File: src/rtl/fud_pkg.sv
// Package for the form body decoder: byte codes, result and state types,
// and the hex digit helper. No dependencies.
`default_nettype none

package fud_pkg;

	localparam logic [7:0] CharEq    = 8'h3D;
	localparam logic [7:0] CharAmp   = 8'h26;
	localparam logic [7:0] CharPlus  = 8'h2B;
	localparam logic [7:0] CharPct   = 8'h25;
	localparam logic [7:0] CharSpace = 8'h20;

	localparam int MaxResults = 4;
	localparam int ResIdxW    = $clog2(MaxResults);
	localparam int ResCntW    = $clog2(MaxResults + 1);

	typedef enum logic [1:0] {
		KIND_KEY      = 2'd0,
		KIND_VALUE    = 2'd1,
		KIND_PAIR_END = 2'd2
	} kind_t;

	typedef struct packed {
		logic [7:0] out_byte;
		kind_t      kind;
		logic       pair_kept;
		logic       run_last;
	} result_t;

	// All results caused by one input item, packed from index 0.
	typedef struct packed {
		logic [ResCntW-1:0]             count;
		result_t [MaxResults-1:0]       res;
	} res_set_t;

	typedef struct packed {
		logic       value_part;
		logic       key_seen;
		logic [1:0] held_count;
		logic [7:0] held_byte;
	} dec_state_t;

	typedef struct packed {
		logic       ok;
		logic [3:0] val;
	} hex_t;

	function automatic hex_t hex_digit(input logic [7:0] c);
		hex_t h;
		logic [7:0] d;
		h.ok = 1'b0;
		d    = 8'h00;
		if (c >= 8'h30 && c <= 8'h39) begin
			h.ok = 1'b1;
			d    = c - 8'h30;
		end else if (c >= 8'h41 && c <= 8'h46) begin
			h.ok = 1'b1;
			d    = c - 8'h37;
		end else if (c >= 8'h61 && c <= 8'h66) begin
			h.ok = 1'b1;
			d    = c - 8'h57;
		end
		h.val = d[3:0];
		return h;
	endfunction

endpackage

`default_nettype wire

File: src/rtl/fud_in_if.sv
// Input channel of the form body decoder: one raw body byte per item.
// Standalone; no dependencies.
`default_nettype none

interface fud_in_if;
	logic       valid;
	logic       ready;
	logic [7:0] in_byte;
	logic       body_end;

	modport source(output valid, in_byte, body_end, input ready);
	modport sink(input valid, in_byte, body_end, output ready);
endinterface

`default_nettype wire

File: src/rtl/fud_out_if.sv
// Result channel of the form body decoder: one decoded byte or pair end
// per item. Standalone; no dependencies.
`default_nettype none

interface fud_out_if;
	logic       valid;
	logic       ready;
	logic [7:0] out_byte;
	logic [1:0] kind;
	logic       pair_kept;
	logic       run_last;

	modport source(output valid, out_byte, kind, pair_kept, run_last, input ready);
	modport sink(input valid, out_byte, kind, pair_kept, run_last, output ready);
endinterface

`default_nettype wire

File: src/rtl/form_urlencoded_decoder.sv
// Streaming decoder for a form-urlencoded body: '+' becomes a space, a '%'
// and two hex digits become one byte, '=' moves from key to value, and '&' or
// the final byte of the body closes a pair. A body byte is taken in every
// cycle while each byte gives at most one result and the output is ready; a
// byte giving n results (up to three in practice, when a held '%' sequence
// resolves or the body ends) holds the result register until all n are taken;
// the next byte waits only on that drain. A byte passes the input register,
// then the result register. No clearing pass: the decoder is ready right
// after reset. Uses fud_pkg, fud_in_if, fud_out_if, fud_step, fud_out_buf.
`default_nettype none

module form_urlencoded_decoder (
	input  wire logic clk,
	input  wire logic arst_n,
	fud_in_if.sink    body,
	fud_out_if.source result
);

	logic                valid_s1;
	logic [7:0]          byte_s1;
	logic                end_s1;
	logic                advance;
	logic                can_load;
	logic                value_part_q;
	logic                key_seen_q;
	logic [1:0]          held_count_q;
	logic [7:0]          held_byte_q;
	fud_pkg::dec_state_t cur_state;
	fud_pkg::dec_state_t next_state;
	fud_pkg::res_set_t   res_set;

	assign advance    = valid_s1 && can_load;
	assign body.ready = !valid_s1 || advance;

	always_ff @(posedge clk or negedge arst_n) begin
		if (!arst_n) begin
			valid_s1 <= 1'b0;
		end else if (body.ready) begin
			valid_s1 <= body.valid;
		end
	end

	always_ff @(posedge clk) begin
		if (body.valid && body.ready) begin
			byte_s1 <= body.in_byte;
			end_s1  <= body.body_end;
		end
	end

	assign cur_state.value_part = value_part_q;
	assign cur_state.key_seen   = key_seen_q;
	assign cur_state.held_count = held_count_q;
	assign cur_state.held_byte  = held_byte_q;

	always_ff @(posedge clk or negedge arst_n) begin
		if (!arst_n) begin
			value_part_q <= 1'b0;
			key_seen_q   <= 1'b0;
			held_count_q <= 2'd0;
		end else if (advance) begin
			value_part_q <= next_state.value_part;
			key_seen_q   <= next_state.key_seen;
			held_count_q <= next_state.held_count;
		end
	end

	always_ff @(posedge clk) begin
		if (advance) begin
			held_byte_q <= next_state.held_byte;
		end
	end

	fud_step u_step (
		.state      (cur_state),
		.in_byte    (byte_s1),
		.body_end   (end_s1),
		.next_state (next_state),
		.res_set    (res_set)
	);

	fud_out_buf u_out_buf (
		.clk      (clk),
		.arst_n   (arst_n),
		.load     (advance),
		.res_set  (res_set),
		.can_load (can_load),
		.result   (result)
	);

endmodule

`default_nettype wire

File: src/rtl/fud_step.sv
// Decode logic for one body byte: resolves the held percent sequence,
// walks the key/value state and packs the results. Uses fud_pkg.
`default_nettype none

module fud_step (
	input  wire fud_pkg::dec_state_t state,
	input  wire logic [7:0]          in_byte,
	input  wire logic                body_end,
	output fud_pkg::dec_state_t      next_state,
	output fud_pkg::res_set_t        res_set
);

	typedef struct packed {
		logic       en;
		logic       lit;
		logic [7:0] data;
	} step_t;

	typedef struct packed {
		logic             valid;
		fud_pkg::result_t r;
	} cand_t;

	localparam int NumSteps = 4;
	localparam int NumCand  = NumSteps + 1;

	always_comb begin
		step_t                       st [NumSteps];
		cand_t                       cand [NumCand];
		logic [1:0]                  hc;
		logic [7:0]                  h1;
		logic                        ivp;
		logic                        ks;
		fud_pkg::hex_t               hx_a;
		fud_pkg::hex_t               hx_b;
		logic [fud_pkg::ResCntW-1:0] cnt;
		logic [fud_pkg::ResCntW-1:0] last_idx;

		for (int i = 0; i < NumSteps; i++) begin
			st[i] = '0;
		end
		hc   = state.held_count;
		h1   = state.held_byte;
		hx_a = fud_pkg::hex_digit(state.held_byte);
		hx_b = fud_pkg::hex_digit(in_byte);

		if (!state.held_count[1]) begin
			if (state.held_count == 2'd0) begin
				if (in_byte == fud_pkg::CharPct) begin
					hc = 2'd1;
				end else begin
					st[0] = {1'b1, 1'b0, in_byte};
				end
			end else begin
				h1 = in_byte;
				hc = 2'd2;
			end
		end else begin
			hc = 2'd0;
			if (hx_a.ok && hx_b.ok) begin
				st[0] = {1'b1, 1'b1, hx_a.val, hx_b.val};
			end else if (state.held_byte == fud_pkg::CharPct) begin
				// held byte opens a new sequence; this byte becomes its first digit
				h1 = in_byte;
				hc = 2'd2;
			end else begin
				st[0] = {1'b1, 1'b0, state.held_byte};
				if (in_byte == fud_pkg::CharPct) begin
					hc = 2'd1;
				end else begin
					st[1] = {1'b1, 1'b0, in_byte};
				end
			end
		end

		// body ends with a sequence still open: flush it literally
		if (body_end) begin
			st[2] = {hc != 2'd0, 1'b1, fud_pkg::CharPct};
			st[3] = {hc[1], 1'b0, h1};
			hc    = 2'd0;
		end

		ivp = state.value_part;
		ks  = state.key_seen;
		for (int i = 0; i < NumSteps; i++) begin
			cand[i] = '0;
			if (st[i].en) begin
				if (!st[i].lit && st[i].data == fud_pkg::CharEq) begin
					ivp = 1'b1;
				end else if (!st[i].lit && st[i].data == fud_pkg::CharAmp) begin
					cand[i].valid       = 1'b1;
					cand[i].r.kind      = fud_pkg::KIND_PAIR_END;
					cand[i].r.pair_kept = ks;
					ks  = 1'b0;
					ivp = 1'b0;
				end else begin
					cand[i].valid      = 1'b1;
					cand[i].r.out_byte = (!st[i].lit && st[i].data == fud_pkg::CharPlus)
						? fud_pkg::CharSpace : st[i].data;
					cand[i].r.kind     = ivp ? fud_pkg::KIND_VALUE : fud_pkg::KIND_KEY;
					if (!ivp) begin
						ks = 1'b1;
					end
				end
			end
		end

		cand[NumSteps] = '0;
		if (body_end) begin
			cand[NumSteps].valid       = 1'b1;
			cand[NumSteps].r.kind      = fud_pkg::KIND_PAIR_END;
			cand[NumSteps].r.pair_kept = ks;
			ks  = 1'b0;
			ivp = 1'b0;
		end

		// pack valid results from slot 0, then mark the final one
		res_set.res = '0;
		cnt         = '0;
		for (int i = 0; i < NumCand; i++) begin
			if (cand[i].valid && cnt < fud_pkg::ResCntW'(fud_pkg::MaxResults)) begin
				res_set.res[cnt[fud_pkg::ResIdxW-1:0]] = cand[i].r;
				cnt = cnt + 1'b1;
			end
		end
		last_idx = cnt - 1'b1;
		if (cnt != '0) begin
			res_set.res[last_idx[fud_pkg::ResIdxW-1:0]].run_last = 1'b1;
		end
		res_set.count = cnt;

		next_state.value_part = ivp;
		next_state.key_seen   = ks;
		next_state.held_count = hc;
		next_state.held_byte  = h1;
	end

endmodule

`default_nettype wire

File: src/rtl/fud_out_buf.sv
// Result register: holds the results of one byte and hands them out one
// item per cycle while result.ready is high. Uses fud_pkg and fud_out_if.
`default_nettype none

module fud_out_buf (
	input  wire logic              clk,
	input  wire logic              arst_n,
	input  wire logic              load,
	input  wire fud_pkg::res_set_t res_set,
	output logic                   can_load,
	fud_out_if.source              result
);

	fud_pkg::result_t                entries_q [fud_pkg::MaxResults];
	logic [fud_pkg::ResCntW-1:0]     rem_q;
	logic [fud_pkg::ResIdxW-1:0]     rd_q;
	logic                            fire;

	assign fire     = result.valid && result.ready;
	assign can_load = (rem_q == '0) || (rem_q == fud_pkg::ResCntW'(1) && result.ready);

	always_ff @(posedge clk or negedge arst_n) begin
		if (!arst_n) begin
			rem_q <= '0;
			rd_q  <= '0;
		end else if (load) begin
			rem_q <= res_set.count;
			rd_q  <= '0;
		end else if (fire) begin
			rem_q <= rem_q - 1'b1;
			rd_q  <= rd_q + 1'b1;
		end
	end

	always_ff @(posedge clk) begin
		if (load) begin
			for (int i = 0; i < fud_pkg::MaxResults; i++) begin
				entries_q[i] <= res_set.res[i];
			end
		end
	end

	assign result.valid     = (rem_q != '0);
	assign result.out_byte  = entries_q[rd_q].out_byte;
	assign result.kind      = entries_q[rd_q].kind;
	assign result.pair_kept = entries_q[rd_q].pair_kept;
	assign result.run_last  = entries_q[rd_q].run_last;

endmodule

`default_nettype wire
File: src/flat_wrapper.sv
// flat-port wrapper written by rule: the top's interface ports become plain ports
module form_urlencoded_decoder_flat 
  (clk, arst_n, body_valid, body_in_byte, body_body_end, body_ready, result_valid, result_out_byte, result_kind, result_pair_kept, result_run_last, result_ready);
  fud_in_if body_i ();
  fud_out_if result_i ();
  input  wire logic clk;
  input  wire logic arst_n;
  input wire logic [$bits(body_i.valid)-1:0] body_valid;
  input wire logic [$bits(body_i.in_byte)-1:0] body_in_byte;
  input wire logic [$bits(body_i.body_end)-1:0] body_body_end;
  output wire logic [$bits(body_i.ready)-1:0] body_ready;
  output wire logic [$bits(result_i.valid)-1:0] result_valid;
  output wire logic [$bits(result_i.out_byte)-1:0] result_out_byte;
  output wire logic [$bits(result_i.kind)-1:0] result_kind;
  output wire logic [$bits(result_i.pair_kept)-1:0] result_pair_kept;
  output wire logic [$bits(result_i.run_last)-1:0] result_run_last;
  input wire logic [$bits(result_i.ready)-1:0] result_ready;
  assign body_i.valid = body_valid;
  assign body_i.in_byte = body_in_byte;
  assign body_i.body_end = body_body_end;
  assign body_ready = body_i.ready;
  assign result_valid = result_i.valid;
  assign result_out_byte = result_i.out_byte;
  assign result_kind = result_i.kind;
  assign result_pair_kept = result_i.pair_kept;
  assign result_run_last = result_i.run_last;
  assign result_i.ready = result_ready;
  form_urlencoded_decoder u_core (.clk(clk), .arst_n(arst_n), .body(body_i), .result(result_i));
endmodule
File: config.mk
export PLATFORM = sky130hd
export DESIGN_NAME = form_urlencoded_decoder_flat
export DESIGN_NICKNAME = d
export VERILOG_FILES = /design/src/rtl/fud_pkg.sv /design/src/rtl/fud_in_if.sv /design/src/rtl/fud_out_if.sv /design/src/rtl/form_urlencoded_decoder.sv /design/src/rtl/fud_step.sv /design/src/rtl/fud_out_buf.sv /design/src/flat_wrapper.sv
export SDC_FILE = /design/constraint.sdc
export NUM_CORES = 1
export LEC_CHECK = 0
export ABC_AREA = 1
export BUFFER_PORTS_ARGS = -buffer_cell sky130_fd_sc_hd__clkbuf_2
export CAP_MARGIN = 20
export CORE_MARGIN = 2
export CORE_UTILIZATION = 56
export DETAILED_ROUTE_END_ITERATION = 16
export PLACE_DENSITY = 0.83
export SETUP_SLACK_MARGIN = 0.3
export SLEW_MARGIN = 20
export SYNTH_ARGS = -nofsm -noshare
export SYNTH_HDL_FRONTEND = slang
export SYNTH_SLANG_ARGS = --single-unit
File: constraint.sdc
create_clock -name clk -period 4.3 [get_ports clk]
set_input_delay 0.86 -clock clk [delete_from_list [all_inputs] [get_ports clk]]
set_output_delay 0.86 -clock clk [all_outputs]
set_load 0.005 [all_outputs]
## Word level (Yosys, flattened, before mapping)

Memories as Yosys holds them, arrays and structs flattened.
Index checks and enable logic that the tools add are counted.

| word-level totals | value |
|---|---|
| output and inout bits | 14 |
| bits in registers | 27 |
| memories kept | 1 |
| ROM bits | 0 |
| memory bits (writable) | 48 |
| input port bits | 13 |
| bits in latches | 0 |

| operators by class | value |
|---|---|
| reductions and logical operators | 45 |
| div/mod/pow operators | 0 |
| eq/ne operators | 15 |
| add/sub/neg operators | 13 |
| multipliers | 0 |
| mux-type cells | 123 |
| bitwise gates (word level) | 0 |
| shift-type cells | 0 |
| order comparisons | 26 |

Memories:

| name | depth | bits a word | rd ports | clocked after memory_dff | wr ports | line | source |
|---|---|---|---|---|---|---|---|
| u_core.u_out_buf.entries_q | 4 | 12 | 1 | 0 | 4 | fud_out_buf.sv:14 | `fud_pkg::result_t entries_q [fud_pkg::MaxResults];` |

Operators with widths:

| operator | number |
|---|---|
| 48-bit bitwise mux | 5 |
| 48-bit 2-to-1 mux | 5 |
| 12-bit 2-to-1 mux | 13 |
| 12-bit demux with 2-bit select | 5 |
| 8-bit by 6-bit equality test with 1-bit output, second input constant | 14 |
| 8-bit 2-to-1 mux | 12 |
| 10-bit 2-to-1 mux | 6 |
| 1-bit 2-to-1 mux | 51 |
| 20-bit 2-to-1 mux | 2 |
| 8-bit by 7-bit >= comparator with 1-bit output, second input constant | 4 |
| 8-bit by 7-bit <= comparator with 1-bit output, second input constant | 4 |
| 1-bit logical AND | 32 |
| 4-bit 2-to-1 mux | 6 |
| 2-bit 2-to-1 mux | 11 |
| 3-bit 2-to-1 mux | 7 |
| 8-bit by 6-bit >= comparator with 1-bit output, second input constant | 2 |
| 8-bit by 6-bit <= comparator with 1-bit output, second input constant | 2 |
| 4-bit by 3-bit subtractor with 4-bit output, second input constant | 4 |
| 2-bit by 3-bit < comparator with 1-bit output, second input constant | 5 |
| 3-bit by 1-bit adder with 3-bit output, second input constant | 4 |
| 3-bit < comparator, second input constant | 4 |
| 2-bit by 1-bit >= comparator with 1-bit output, second input constant | 5 |
| 4-bit by 1-bit subtractor with 4-bit output, second input constant | 2 |
| 3-bit nonzero test | 2 |
| 9 further kinds | 15 |

## Longest topological paths before layout

| logic depth | value |
|---|---|
| depth in word-level cells | 36 |
| mapped depth | 35 |
| gate-level depth less buffers | 34 |

## Modules after synthesis

A second synthesis with hierarchy kept.

| unflattened totals | value |
|---|---|
| cell total of the unflattened synthesis | 699 |
| area total of the unflattened synthesis | 5,390.2 um^2 |

Modules (own cells, without submodules):

| module | cells an instance | seq. area each (um^2) | area each (um^2) | times used |
|---|---|---|---|---|
| fud_step | 482 | 0.0 | 2,498.6 | 1 |
| fud_out_buf | 176 | 1,566.5 | 2,175.8 | 1 |
| form_urlencoded_decoder | 41 | 635.6 | 715.7 | 1 |

## Least setup slack after synthesis

OpenSTA, ideal clock, no wires.

| path | value |
|---|---|
| path kind | input to register |
| from | in result_ready |
| to | reg u_core.u_out_buf.rem_q[0] (netlist bit) |
| data required time | 4.171 ns |
| path slack | -0.293 ns |
| data arrival time | 4.464 ns |
| stages on the path | 8 |
| cells stage by stage | nand3_1 -> nand2_1 -> inv_1 -> nor2_1 -> inv_1 -> nand2_1 -> o21ai_0 -> o21bai_1 |

| on the way | value |
|---|---|
| word-level cells in the longest chain between the ends | 4 |
| elaborated cells on any way between the ends | 6 |
| classes of those cells | mux: 1; reduce/logical: 5 |

RTL lines:

| what | line | source |
|---|---|---|
| start: declaration | flat_wrapper.sv:17 | `input wire logic [$bits(result_i.ready)-1:0] result_ready;` |
| 1-bit logical AND (*) | fud_out_buf.sv:20 | `assign can_load = (rem_q == '0) \|\| (rem_q == fud_pkg::ResCntW'(1) && result.ready);` |
| 1-bit logical OR (*) | fud_out_buf.sv:20 |  |
| 1-bit logical AND (*) | form_urlencoded_decoder.sv:32 | `assign advance = valid_s1 && can_load;` |
| via u_core.advance | form_urlencoded_decoder.sv:22 | `logic advance;` |
| 3-bit 2-to-1 mux / 2-bit nonzero test (equally long branches) | n/a |  |
| end signal: assignment | fud_out_buf.sv:27 | `rem_q <= res_set.count;` |
| end signal: assignment | fud_out_buf.sv:30 | `rem_q <= rem_q - 1'b1;` |
| end: declaration | fud_out_buf.sv:15 | `logic [fud_pkg::ResCntW-1:0] rem_q;` |

The timed path passes the listed nets; every way through them passes the cells marked *.
A chain may end at the register's enable or synchronous reset.

==> flow_summary.toml <==
[status]
status = "completed"

[pwr]
power_density_nw_per_um2 = 501.1
irDropWorstVdd_mv = 0.5287
cellLeakagePower_nw = 2.929

[global_routing]
overflow = 0
grt_pass1_vias = 4933
antenna_found_initial = 0
grt_pass1_wl_um = 24960
grt.total_usage_pct = 30.65
grt_max_degree = 31

[synth]
syn_area_um2 = 5494
synth_nets = 751
async_flop_share_pct = 13.33
synth.mux.area_fraction_pct = 0
synth-simple-area-share_pct = 31.66
ys_types = 51
synth_warnings = 0
synth_compound_area_share_pct = 14.69
synth_fa_ha_area_share_pct = 4.783
ys.flop_type = "edfxtp_1"
synthXorXnorAreaFrac_pct = 0.3188
synth_top_cell_by_area = "edfxtp_1"
avgSynthCellArea_um2 = 7.663
ys_seq_area_share_pct = 40.08
synth_edf_count = 65
yosysMostFrequentCell = "nand2_1"
synth_top_family_by_area = "simple AND/OR/NAND/NOR gates"
synthTopCellsByArea = "edfxtp_1 36%, nand2_1 10%, nor2_1 6.8%, inv_1 5.0%, nand3_1 4.9%"
ys_seq_elements = 75
yosys-top-cells-count = "149 x nand2_1, 100 x nor2_1, 73 x inv_1"
yosysTopAreaCellShare_pct = 35.53
syn_inst = 717

[place]
pre_cts_ws_ns = -0.01814
gp_congestion = 1.008
io_buffers = 26
hpwlAfterDp_um = 12020
dp_cells = 881

[clock_network]
cts-root-buf = "clkbuf_8"
cts_tree = "built"
clk_path_buf_depth = 2
htreeDepth = 3
clk_latency_ns = 0.36
cts_buffers = 9
path_clk_slew_ns = 0.08
clock-sinks = 75

[sta]
layout_setup_ws_ns = 0.3195
slew_violations = 0
setup_viol = 0
slew_headroom_pct = 41.68
rsz0062_at_grt = "yes"
tightest_slew_ns = 0.8727
hold_viol = 0
hold_ws_ns = 0.3751
achievable-frequency_mhz = 251.2
period_share_pct = 92.57
clock_skew_ns = 0.008037
min_period_ns = 3.981

[worst_hold_path]
hold_class = "in -> async"

[floorplanning]
core_area_um2 = 9639
ios = 27
initial_utilization_pct = 57.00
die_area_um2 = 10620
core.rowCount = 36
die_w_um = 103.1
die_y_um = 103.1

[cells_and_area]
nets = 836
area_growth_pct = 22.00
drive_gt1_share_pct = 30.48
n_antenna_cell = 0
fin_cells = 940

[routing]
via_per_inst = 5.891
vias = 5538
firstDrtPassIters = 5
ant_nets = 0
drt_iter0_drc = 556
drcViolationCount = 0
routed_wl_um = 16660
wl_per_cell_um = 17.73

[critical_path]
worstSetupPathType = "reg -> reg"
worstPathMaxFanout = 5
critical_path_buf_inv_count = 6
crit_start = "u_core.held_byte_q[3]"
r2r_end = "u_core.u_out_buf.entries_q[2][1]"
end_kind = "flip-flop"
slowest_stage = "edfxtp_1"
max_stage_delay_ns = 0.49
critical_path.endpoint = "u_core.u_out_buf.entries_q[2][1]"
worstPathRequired_ns = 4.42
crit_path_start_kind = "flip-flop"
reg2regPathDepth = 28
regToRegStartpoint = "u_core.held_byte_q[3]"
rrSetupSlack_ns = 0.32
cp_num_cells = 28
critPathTopFamily = "simple AND/OR/NAND/NOR gates"
worst_ep_arrival_time_ns = 4.10

[run]
cap_violations = 0
-- registers in the layout, summed over array words and instances (netlist names), 2 cells and up --
name                        cells
u_core.u_out_buf.rd_q           2
u_core.u_out_buf.entries_q     48
u_core.held_count_q             2
u_core.held_byte_q              8
u_core.u_out_buf.rem_q          3
u_core.byte_s1                  8
-- final cells by class --
cell class	instances	area, µm²
clock buffer	9	123.9
clock inverter	7	58.81
fill	780	2937
inverter	99	397.9
multi-input combinational	528	3139
sequential	75	2202
tap	133	166.4
timing repair buffer	88	606.8
timing repair inverter	1	7.507
-- power by group --
part	switching (mW)	internal, mW
Clock	0.292	0.219
Combinational	1.04	0.574
Sequential	0.150	1.08
Total	1.48	1.88
-- timing repair --
item	4_1_cts	5_1_grt
endpoints found under the setup margin	51	51
pin swaps	11	32
gates resized for setup	20	68
setup buffers	8	33
hold buffers	0	0
gates cloned	1	1
-- worst min path at each step --
stage	end	slack (ns)
floorplan	u_core.key_seen_q	0.48
global placement	u_core.valid_s1	0.53
detailed placement	u_core.key_seen_q	0.54
CTS	u_core.u_out_buf.rem_q[2]	0.37
global route	u_core.u_out_buf.rem_q[2]	0.39
finish	u_core.u_out_buf.rem_q[2]	0.38
-- per-stage QoR --
stage	TNS [ns]	power, mW	instance area [µm²]	util, %
2_1_floorplan	0	2.137	5500	-
3_3_place_gp	0	2.577	5874	60.94
3_5_place_dp	-0.04200	2.630	5874	60.94
4_1_cts	0	3.166	6191	64.23
5_1_grt	0	3.578	6703	69.54
6_report	0	3.359	6703	69.54
-- cell families (layout without fill, tap and decap cells) --
kind of cell | Yosys count | in the layout
xor gates and xnor gates | 2 | 2
buffers and inverters | 115 | 204
and+or+nand+nor | 371 | 372
DFF | 75 | 75
AOI/OAI and AO/OA | 133 | 133
adders and majority gates | 21 | 21
-- placed cells by master, fill, tap and decap left out, drive strengths merged --
cell type / netlist / layout
nand3b: 4 / 4
clkinvlp: 0 / 2
a22oi: 2 / 2
xor2: 1 / 1
xnor2: 1 / 1
clkbuf: 6 / 35
a21boi: 1 / 1
o21a: 1 / 1
or2: 2 / 2
buf: 10 / 62
o311ai: 1 / 1
o21ai: 62 / 62
nand2: 173 / 174
o21bai: 4 / 4
nor4: 4 / 4
a21oi: 33 / 33
nand4: 7 / 7
o22ai: 18 / 18
ha: 21 / 21
dfrtp: 10 / 10
nor2: 109 / 109
o211ai: 3 / 3
inv: 97 / 101
a22o: 1 / 1
nor3: 13 / 13
a31oi: 4 / 4
a211oi: 3 / 3
nand3: 59 / 59
edfxtp: 65 / 65
clkinv: 2 / 4
-- routing by layer --
metal / vias up / track usage, % / wire length, µm
met5: - / 0 / 0
met4: 0 / 9.413 / 474
met3: 52 / 4.746 / 1626
met2: 326 / 49.30 / 7856
met1: 2583 / 42.86 / 6705
li1: 2577 / - / -
(Power assumes the default switching activity.)
